==> src/sv/bec_pkg.sv <==
`timescale 1ns / 1ps
`default_nettype none
// ----------------------------------------------------------------------------
// bec_pkg
// Shared widths and item types for the bind extent coalescer.
// ----------------------------------------------------------------------------
package bec_pkg;

    localparam int HANDLE_BITS = 16;
    localparam int OFFSET_BITS = 48;

    localparam int FIFO_DEPTH = 4;
    localparam int PTR_BITS   = $clog2(FIFO_DEPTH);
    localparam int COUNT_BITS = $clog2(FIFO_DEPTH + 1);

    typedef struct packed {
        logic [HANDLE_BITS-1:0] buffer_id;
        logic [HANDLE_BITS-1:0] memory_id;
        logic [OFFSET_BITS-1:0] resource_offset;
        logic [OFFSET_BITS-1:0] extent_size;
        logic [OFFSET_BITS-1:0] memory_offset;
        logic                   last_in;
    } extent_in_t;

    typedef struct packed {
        logic [HANDLE_BITS-1:0] out_buffer_id;
        logic [HANDLE_BITS-1:0] out_memory_id;
        logic [OFFSET_BITS-1:0] out_resource_offset;
        logic [OFFSET_BITS-1:0] out_size;
        logic [OFFSET_BITS-1:0] out_memory_offset;
        logic                   last_out;
    } extent_out_t;

    typedef struct packed {
        logic        push_first;
        logic        push_second;
        extent_out_t first;
        extent_out_t second;
    } push_t;

endpackage
`default_nettype wire

==> src/sv/bind_extent_coalescer.sv <==
`timescale 1ns / 1ps
`default_nettype none
// ----------------------------------------------------------------------------
// bind_extent_coalescer
// Merges contiguous memory-bind extents into larger ones.
// ----------------------------------------------------------------------------
// One extent item is taken per cycle whenever the four-entry result queue has
// two free slots; the join decision against the single pending extent is made
// in the accepting cycle, and results leave the queue one per cycle while
// merged_ready is high. An item gives zero, one or two results, but every
// extent leaves in at most one result, so with merged_ready held high the
// queue never holds more than two and the input runs at one item per cycle;
// only merged_ready stalls it. Results are registered and leave in push order.
module bind_extent_coalescer (
    input  wire logic                 clk,
    input  wire logic                 rst_n,
    input  wire logic                 extent_valid,
    output logic                      extent_ready,
    input  wire bec_pkg::extent_in_t  extent,
    output logic                      merged_valid,
    input  wire logic                 merged_ready,
    output bec_pkg::extent_out_t      merged
);
    import bec_pkg::*;

    push_t push;
    logic  accept;
    logic  room;

    assign extent_ready = room;
    assign accept       = extent_valid && room;

    bec_merge u_merge (
        .clk    (clk),
        .rst_n  (rst_n),
        .accept (accept),
        .item   (extent),
        .push   (push)
    );

    bec_out_fifo u_fifo (
        .clk          (clk),
        .rst_n        (rst_n),
        .push         (push),
        .room         (room),
        .merged_valid (merged_valid),
        .merged_ready (merged_ready),
        .merged       (merged)
    );

endmodule
`default_nettype wire

==> src/sv/bec_merge.sv <==
`timescale 1ns / 1ps
`default_nettype none
// ----------------------------------------------------------------------------
// bec_merge
// Holds the pending extent, joins contiguous extents and produces up to two
// results for each accepted item.
// ----------------------------------------------------------------------------
module bec_merge (
    input  wire logic               clk,
    input  wire logic               rst_n,
    input  wire logic               accept,
    input  wire bec_pkg::extent_in_t item,
    output bec_pkg::push_t          push
);
    import bec_pkg::*;

    logic                   pend_valid_reg;
    logic                   pend_valid_next;
    logic [HANDLE_BITS-1:0] pend_buffer_reg;
    logic [HANDLE_BITS-1:0] pend_memory_reg;
    logic [OFFSET_BITS-1:0] pend_res_reg;
    logic [OFFSET_BITS-1:0] pend_len_reg;
    logic [OFFSET_BITS-1:0] pend_mem_reg;
    logic [HANDLE_BITS-1:0] pend_buffer_next;
    logic [HANDLE_BITS-1:0] pend_memory_next;
    logic [OFFSET_BITS-1:0] pend_res_next;
    logic [OFFSET_BITS-1:0] pend_len_next;
    logic [OFFSET_BITS-1:0] pend_mem_next;

    logic [OFFSET_BITS:0] res_end;
    logic [OFFSET_BITS:0] mem_end;
    logic [OFFSET_BITS:0] grown;
    logic                 joins;

    always_comb
    begin
        res_end = {1'b0, pend_res_reg} + {1'b0, pend_len_reg};
        mem_end = {1'b0, pend_mem_reg} + {1'b0, pend_len_reg};
        grown   = {1'b0, pend_len_reg} + {1'b0, item.extent_size};
        joins   = pend_valid_reg
                  && (pend_buffer_reg == item.buffer_id)
                  && (pend_memory_reg == item.memory_id)
                  && (res_end == {1'b0, item.resource_offset})
                  && (mem_end == {1'b0, item.memory_offset})
                  && !grown[OFFSET_BITS];

        if (joins)
        begin
            pend_buffer_next = pend_buffer_reg;
            pend_memory_next = pend_memory_reg;
            pend_res_next    = pend_res_reg;
            pend_len_next    = grown[OFFSET_BITS-1:0];
            pend_mem_next    = pend_mem_reg;
        end
        else
        begin
            pend_buffer_next = item.buffer_id;
            pend_memory_next = item.memory_id;
            pend_res_next    = item.resource_offset;
            pend_len_next    = item.extent_size;
            pend_mem_next    = item.memory_offset;
        end

        pend_valid_next = pend_valid_reg;
        if (accept)
        begin
            pend_valid_next = !item.last_in;
        end

        push.push_first  = accept && pend_valid_reg && !joins;
        push.push_second = accept && item.last_in;

        push.first.out_buffer_id       = pend_buffer_reg;
        push.first.out_memory_id       = pend_memory_reg;
        push.first.out_resource_offset = pend_res_reg;
        push.first.out_size            = pend_len_reg;
        push.first.out_memory_offset   = pend_mem_reg;
        push.first.last_out            = 1'b0;

        push.second.out_buffer_id       = pend_buffer_next;
        push.second.out_memory_id       = pend_memory_next;
        push.second.out_resource_offset = pend_res_next;
        push.second.out_size            = pend_len_next;
        push.second.out_memory_offset   = pend_mem_next;
        push.second.last_out            = 1'b1;
    end

    always_ff @(posedge clk or negedge rst_n)
    begin
        if (!rst_n)
        begin
            pend_valid_reg <= 1'b0;
        end
        else
        begin
            pend_valid_reg <= pend_valid_next;
        end
    end

    always_ff @(posedge clk)
    begin
        if (accept)
        begin
            pend_buffer_reg <= pend_buffer_next;
            pend_memory_reg <= pend_memory_next;
            pend_res_reg    <= pend_res_next;
            pend_len_reg    <= pend_len_next;
            pend_mem_reg    <= pend_mem_next;
        end
    end

    // a last item always leaves nothing pending
    assert property (@(posedge clk) disable iff (!rst_n)
        accept && item.last_in |=> !pend_valid_reg)
        else $error("pending extent survived a last item");

    // the first result only flushes a pending extent
    assert property (@(posedge clk) disable iff (!rst_n)
        push.push_first |-> pend_valid_reg)
        else $error("flush without pending extent");

endmodule
`default_nettype wire

==> src/sv/bec_out_fifo.sv <==
`timescale 1ns / 1ps
`default_nettype none
// ----------------------------------------------------------------------------
// bec_out_fifo
// Small result queue taking up to two items per cycle, giving one on ready.
// ----------------------------------------------------------------------------
module bec_out_fifo (
    input  wire logic                 clk,
    input  wire logic                 rst_n,
    input  wire bec_pkg::push_t       push,
    output logic                      room,
    output logic                      merged_valid,
    input  wire logic                 merged_ready,
    output bec_pkg::extent_out_t      merged
);
    import bec_pkg::*;

    extent_out_t           mem_reg [FIFO_DEPTH];
    logic [PTR_BITS-1:0]   wr_ptr_reg;
    logic [PTR_BITS-1:0]   wr_ptr_next;
    logic [PTR_BITS-1:0]   rd_ptr_reg;
    logic [PTR_BITS-1:0]   rd_ptr_next;
    logic [COUNT_BITS-1:0] count_reg;
    logic [COUNT_BITS-1:0] count_next;
    logic [COUNT_BITS-1:0] push_count;
    logic                  pop;
    logic [PTR_BITS-1:0]   wr_ptr_plus;

    always_comb
    begin
        pop          = merged_valid && merged_ready;
        push_count   = COUNT_BITS'(push.push_first) + COUNT_BITS'(push.push_second);
        wr_ptr_plus  = wr_ptr_reg + PTR_BITS'(1);
        wr_ptr_next  = wr_ptr_reg + push_count[PTR_BITS-1:0];
        rd_ptr_next  = rd_ptr_reg + PTR_BITS'(pop);
        count_next   = count_reg + push_count - COUNT_BITS'(pop);
        room         = count_reg <= COUNT_BITS'(FIFO_DEPTH - 2);
        merged_valid = count_reg != '0;
        merged       = mem_reg[rd_ptr_reg];
    end

    always_ff @(posedge clk or negedge rst_n)
    begin
        if (!rst_n)
        begin
            wr_ptr_reg <= '0;
            rd_ptr_reg <= '0;
            count_reg  <= '0;
        end
        else
        begin
            wr_ptr_reg <= wr_ptr_next;
            rd_ptr_reg <= rd_ptr_next;
            count_reg  <= count_next;
        end
    end

    always_ff @(posedge clk)
    begin
        if (push.push_first)
        begin
            mem_reg[wr_ptr_reg] <= push.first;
            if (push.push_second)
            begin
                mem_reg[wr_ptr_plus] <= push.second;
            end
        end
        else if (push.push_second)
        begin
            mem_reg[wr_ptr_reg] <= push.second;
        end
    end

    assert property (@(posedge clk) disable iff (!rst_n)
        count_reg <= COUNT_BITS'(FIFO_DEPTH))
        else $error("result queue overflow");

    // pushes only arrive while two slots are free
    assert property (@(posedge clk) disable iff (!rst_n)
        (push.push_first || push.push_second) |-> room)
        else $error("push into a full result queue");

endmodule
`default_nettype wire
==> config.mk <==
export PLATFORM = sky130hd
export DESIGN_NAME = bind_extent_coalescer
export DESIGN_NICKNAME = d
export VERILOG_FILES = /design/src/sv/bec_pkg.sv /design/src/sv/bind_extent_coalescer.sv /design/src/sv/bec_merge.sv /design/src/sv/bec_out_fifo.sv
export SDC_FILE = /design/constraint.sdc
export NUM_CORES = 2
export LEC_CHECK = 0
export ABC_AREA = 1
export BUFFER_PORTS_ARGS = -buffer_cell sky130_fd_sc_hd__buf_2
export CORE_MARGIN = 1
export CORE_UTILIZATION = 40
export DETAILED_ROUTE_END_ITERATION = 10
export GPL_TIMING_DRIVEN = 0
export HOLD_SLACK_MARGIN = 0.12
export SLEW_MARGIN = 20
export SYNTH_ARGS = -nofsm -noshare
export SYNTH_HDL_FRONTEND = slang
export SYNTH_SLANG_ARGS = --single-unit
export TNS_END_PERCENT = 50
==> constraint.sdc <==
create_clock -name clk -period 19.16 [get_ports clk]
set_input_delay 3.832 -clock clk [delete_from_list [all_inputs] [get_ports clk]]
set_output_delay 3.832 -clock clk [all_outputs]
set_load 0.005 [all_outputs]
Yosys cells after proc, flatten, opt, wreduce, memory -nomap -nowiden
Memory sizes are Yosys's and may differ from the RTL's.
Cells that the tools add are included.

word-level totals
  register bits = 184
  latch bits = 0
  bits in writable memories = 708
  memory bits (read-only) = 0
  output and inout bits = 179
  word-level logic and storage cells = 52
  memories = 1

memory list
  memory          depth  width  read ports  clocked after Yosys merged registers in  wr ports  line                RTL
  u_fifo.mem_reg  4      177    1           0                                        2         bec_out_fifo.sv:18  extent_out_t mem_reg [FIFO_DEPTH];

operators by class
  $add $sub $neg = 9
  multipliers = 0
  div/mod/pow operators = 0
  order comparisons = 1
  eq/ne operators = 4
  shift-type cells = 0
  mux-type cells = 13
  bitwise logic cells = 1
  reduce and logical (&&, ||, !) cells = 14

operator list
  kind                   number
  $mux W177              1
  $add A48 B48 Y49       3
  $mux W48               3
  $eq A49 B48 Y1         2
  $eq A16 B16 Y1         2
  $mux W16               2
  $logic_and A1 B1 Y1    10
  $mux W1                7
  $add A3 B3 Y3          1
  $le A3 B2 Y1 const B   1
  $logic_not A1 Y1       3
  $reduce_bool A3 Y1     1
  $sub A3 B1 Y3          1
  $add A1 B1 Y2          1
  $add A2 B1 Y2          1
  $add A2 B1 Y2 const B  1
  $add A2 B2 Y2          1
  $or A1 B1 Y1           1

Logic depth before layout (Yosys ltp)
  depth after elaboration = 11
  depth in mapped cells = 32

Hierarchy
A second synthesis with hierarchy kept.

unflattened totals
  cell total of the unflattened synthesis = 9,400
  area, all modules = 64,598.2 µm²

by module, submodules not included
  module                 instances  cells each  area each (µm²)  sequential area each (µm²)
  bec_out_fifo           1          5,822       43,131.4         21,435.6
  bec_merge              1          3,576       21,459.3         5,310.1
  bind_extent_coalescer  1          2           7.5              0.0

Worst setup path before layout
No wires, ideal clock.

  path type = input to register
  from = in extent_valid
  to = mem u_fifo.mem_reg[3][100] (netlist name), enable pin
  setup time = 0.543 ns
  arrival = 12.970 ns
  setup slack = 5.647 ns
  stages on the path = 9
  path buffers = 2
  cell sequence = nand2_1 inv_1 nand3_1 ha_1 nor3_1 clkbuf_1 clkinv_1 clkbuf_1 nand2_1

RTL lines
  element          line                         RTL
  start, declared  bind_extent_coalescer.sv:17  input wire logic extent_valid,
  end, declared    bec_out_fifo.sv:18

==> qor.yml <==
status: "complete, no violations"
layout_setup_ws_ns: 7.27
syn-cell-area_um2: 58800
cellLeakagePower_nw: 30.3
max_slew_margin_pct: 11.0
startpoint_type: "input port"
power.internal_mw: 5.00
drive_gt1_share_pct: 8.89
skew_ns: 0.0702
drtIter0Drc: 7521
grt_pass1_wl_um: 375000
synth_edf_count: 880
syn_to_final_growth_pct: 14.2
clkTransAtPathRegs_ns: 0.06
die_x_um: 385
period_needed_ns: 11.89
path_common_cell: "nand2_1"
async_flop_share_pct: 0.897
cpPeakStageDelay_ns: 0.89
r2r_slack_ns: 9.80
worst_pin_slew_ns: 1.34
wl_met2_um: 115000
wl_met1_um: 107000
cts_setup_buffers: 0
core.rowCount: 140
final-setup-viol-count: 0
track_usage_pct: 35.0
synth_warnings: 0
critPathKind: "in -> reg"
maxUsedRoutingLayer: "met5"
ys.flop_type: "edfxtp_1"
max_freq_ghz: 0.0841
min_path_type: "reg -> reg"
first_pass_iters: 8
gp_congestion: 1.06
required_ns: 19.56
num_vias: 59500
crit_slowest_cell: "o21ai_0"
worstSetupStartpoint: "extent[49]"
synth.top_cell.area_share_pct: 44.9
ctsResizeCount: 0
peakVddDrop_mv: 0.0811
max_cap_viol_count: 0
final_nets: 8714
port_buffers: 359
synthesis.nets: 8227
htree_levels: 3
cts_buffers: 100
drv_slew: 0
core_um2: 146000
clock_latency_ns: 0.79
yosysTopAreaCell: "edfxtp_1"
r2r_start: "u_merge.pend_len_reg[0]"
p_clk_share_pct: 21.7
grt_max_degree: 71
ios: 360
clock-root-buffer: "clkbuf_16"
synthCells: 7890
postRouteAntennaNets: 0
cts.sinks: 892
hpwlAfterDp_um: 205000
via_per_inst: 5.72
power_density_nw_per_um2: 139
die-area_um2: 149000
combPwrFrac_pct: 48.7
tns_ns: 0
cts.path.max_buffers: 3
initial_core_util_pct: 40.4
pre_cts_ws_ns: 6.94
rsz0062_at_grt: "false"
wl_per_cell_um: 25.7
switching_power_mw: 4.31
route.met3.wl_um: 31000
switching_share_pct: 46.3
gr-total-overflow: 0
n_fill_cell: 14600
cts_tree: "done"
hold_buffers: 0
first_global_vias: 53900
r2r_cells: 25
hold_depth: 2
postSynthAreaPerCell_um2: 7.46
largest_register_ffs: 708
chipHeight_um: 385
wl_um: 267000
antenna_found_initial: 30
register_area_um2: 26700
cp_max_fo: 39
ys_ff_latch: 892
drc: 0
ys_seq_area_share_pct: 45.4
ys_top_cells_by_count: "2724 x nand2_1, 1002 x nand3_1, 880 x edfxtp_1"
rr_endpoint: "u_fifo.mem_reg[2][77]"
synth_most_common_cell: "nand2_1"
multi_input_comb_area_um2: 28100
finalCritPeriodShare_pct: 62.1
crit_end: "u_fifo.mem_reg[2][77]"
sequentialPowerShare_pct: 29.6
synth_top_cells_by_area: "edfxtp_1 45%, nand2_1 17%, nand3_1 8.5%"
worstPathArrival_ns: 12.29
hold_viol: 0
end_kind: "flop"
synthDistinctLibCells: 45
[worst min-delay path by stage]
stage	from	to	slack (ns)
floorplan	u_fifo.mem_reg[1][0]	u_fifo.mem_reg[1][0]	0.42
global placement	u_fifo.mem_reg[1][0]	u_fifo.mem_reg[1][0]	0.44
detailed placement	u_fifo.mem_reg[1][0]	u_fifo.mem_reg[1][0]	0.44
CTS	u_fifo.mem_reg[1][0]	u_fifo.mem_reg[1][0]	0.45
global route	u_fifo.mem_reg[2][0]	u_fifo.mem_reg[2][0]	0.47
finish	u_fifo.mem_reg[1][0]	u_fifo.mem_reg[1][0]	0.46
[layout make-up]
class | count | share of cell area [%]
antenna | 21 | 0.0782
buffer | 383 | 2.22
clock buffer | 129 | 3.95
clock inverter | 59 | 1.07
inverter | 675 | 3.78
multi-input combinational | 5940 | 41.9
sequential | 892 | 39.8
tap | 1917 | 3.57
timing repair buffer | 385 | 3.66
[power by group through the flow]
stage	sequential, mW	combinational [mW]	clock [mW]
after global placement	2.94	4.28	0
after global routing	2.77	4.85	2.09
after CTS	2.75	4.43	2.03
after detailed placement	2.79	4.41	0
final	2.76	4.54	2.02
after floorplan	2.74	2.48	0
[per-stage QoR]
step	cells	util [%]	hold slack [ns]	power, mW	instance area (um^2)
final	10400	46.1	0.456	9.31	67200
after global routing	10400	46.1	0.475	9.71	67100
after CTS	10400	46.0	0.453	9.21	67100
after detailed placement	10200	43.7	0.439	7.20	63700
after global placement	10200	43.2	0.437	7.23	63000
after floorplan	7890	-	0.424	5.22	58800
[cell usage in the layout (no fill, tap or decap), drive strengths merged, types with 4 or more instances in the layout]
| cell | Yosys | final |
|---|---|---|
| xor2 | 79 | 79 |
| bufinv | 0 | 13 |
| o22ai | 305 | 305 |
| clkinvlp | 0 | 5 |
| o21ai | 442 | 442 |
| o211ai | 4 | 4 |
| buf | 87 | 472 |
| nand2 | 2725 | 2725 |
| clkinv | 13 | 51 |
| and3 | 4 | 4 |
| nor4 | 7 | 7 |
| nand3b | 40 | 40 |
| o21bai | 23 | 23 |
| dfxtp | 4 | 4 |
| a21o | 9 | 9 |
| inv | 662 | 665 |
| nand4 | 58 | 58 |
| clkbuf | 296 | 425 |
| ha | 152 | 152 |
| diode | 0 | 21 |
| o21a | 6 | 6 |
| a31oi | 15 | 15 |
| nor3 | 20 | 20 |
| and2 | 4 | 4 |
| edfxtp | 880 | 880 |
| or2 | 147 | 147 |
| fa | 4 | 4 |
| a21boi | 5 | 5 |
| a21oi | 118 | 118 |
| xnor2 | 57 | 57 |
| nor2 | 706 | 706 |
| dfrtp | 8 | 8 |
| nand3 | 1002 | 1002 |
[critical path: cells and delay by family]
kind            cells  cell delay [ns]
compound gates      4             2.06
fa+ha+maj           3             0.76
buf+inv             8             3.44
simple gates       11             2.01
[kinds of logic after synthesis]
family,Yosys count,synth area share (%)
flops,892,45.4
simple gates,4715,33.5
xor+xnor,138,2.11
buf+inv,1058,6.81
fa+ha+maj,156,3.37
compound gates,931,8.82
[metal layers]
layer | GRT usage [%] | vias to the layer above
li1 | - | 27400
met1 | 47.5 | 28000
met2 | 52.6 | 3539
met3 | 7.74 | 531
met4 | 16.9 | 8
met5 | 0.260 | -
Note: power is estimated with default switching activity, not from simulation.
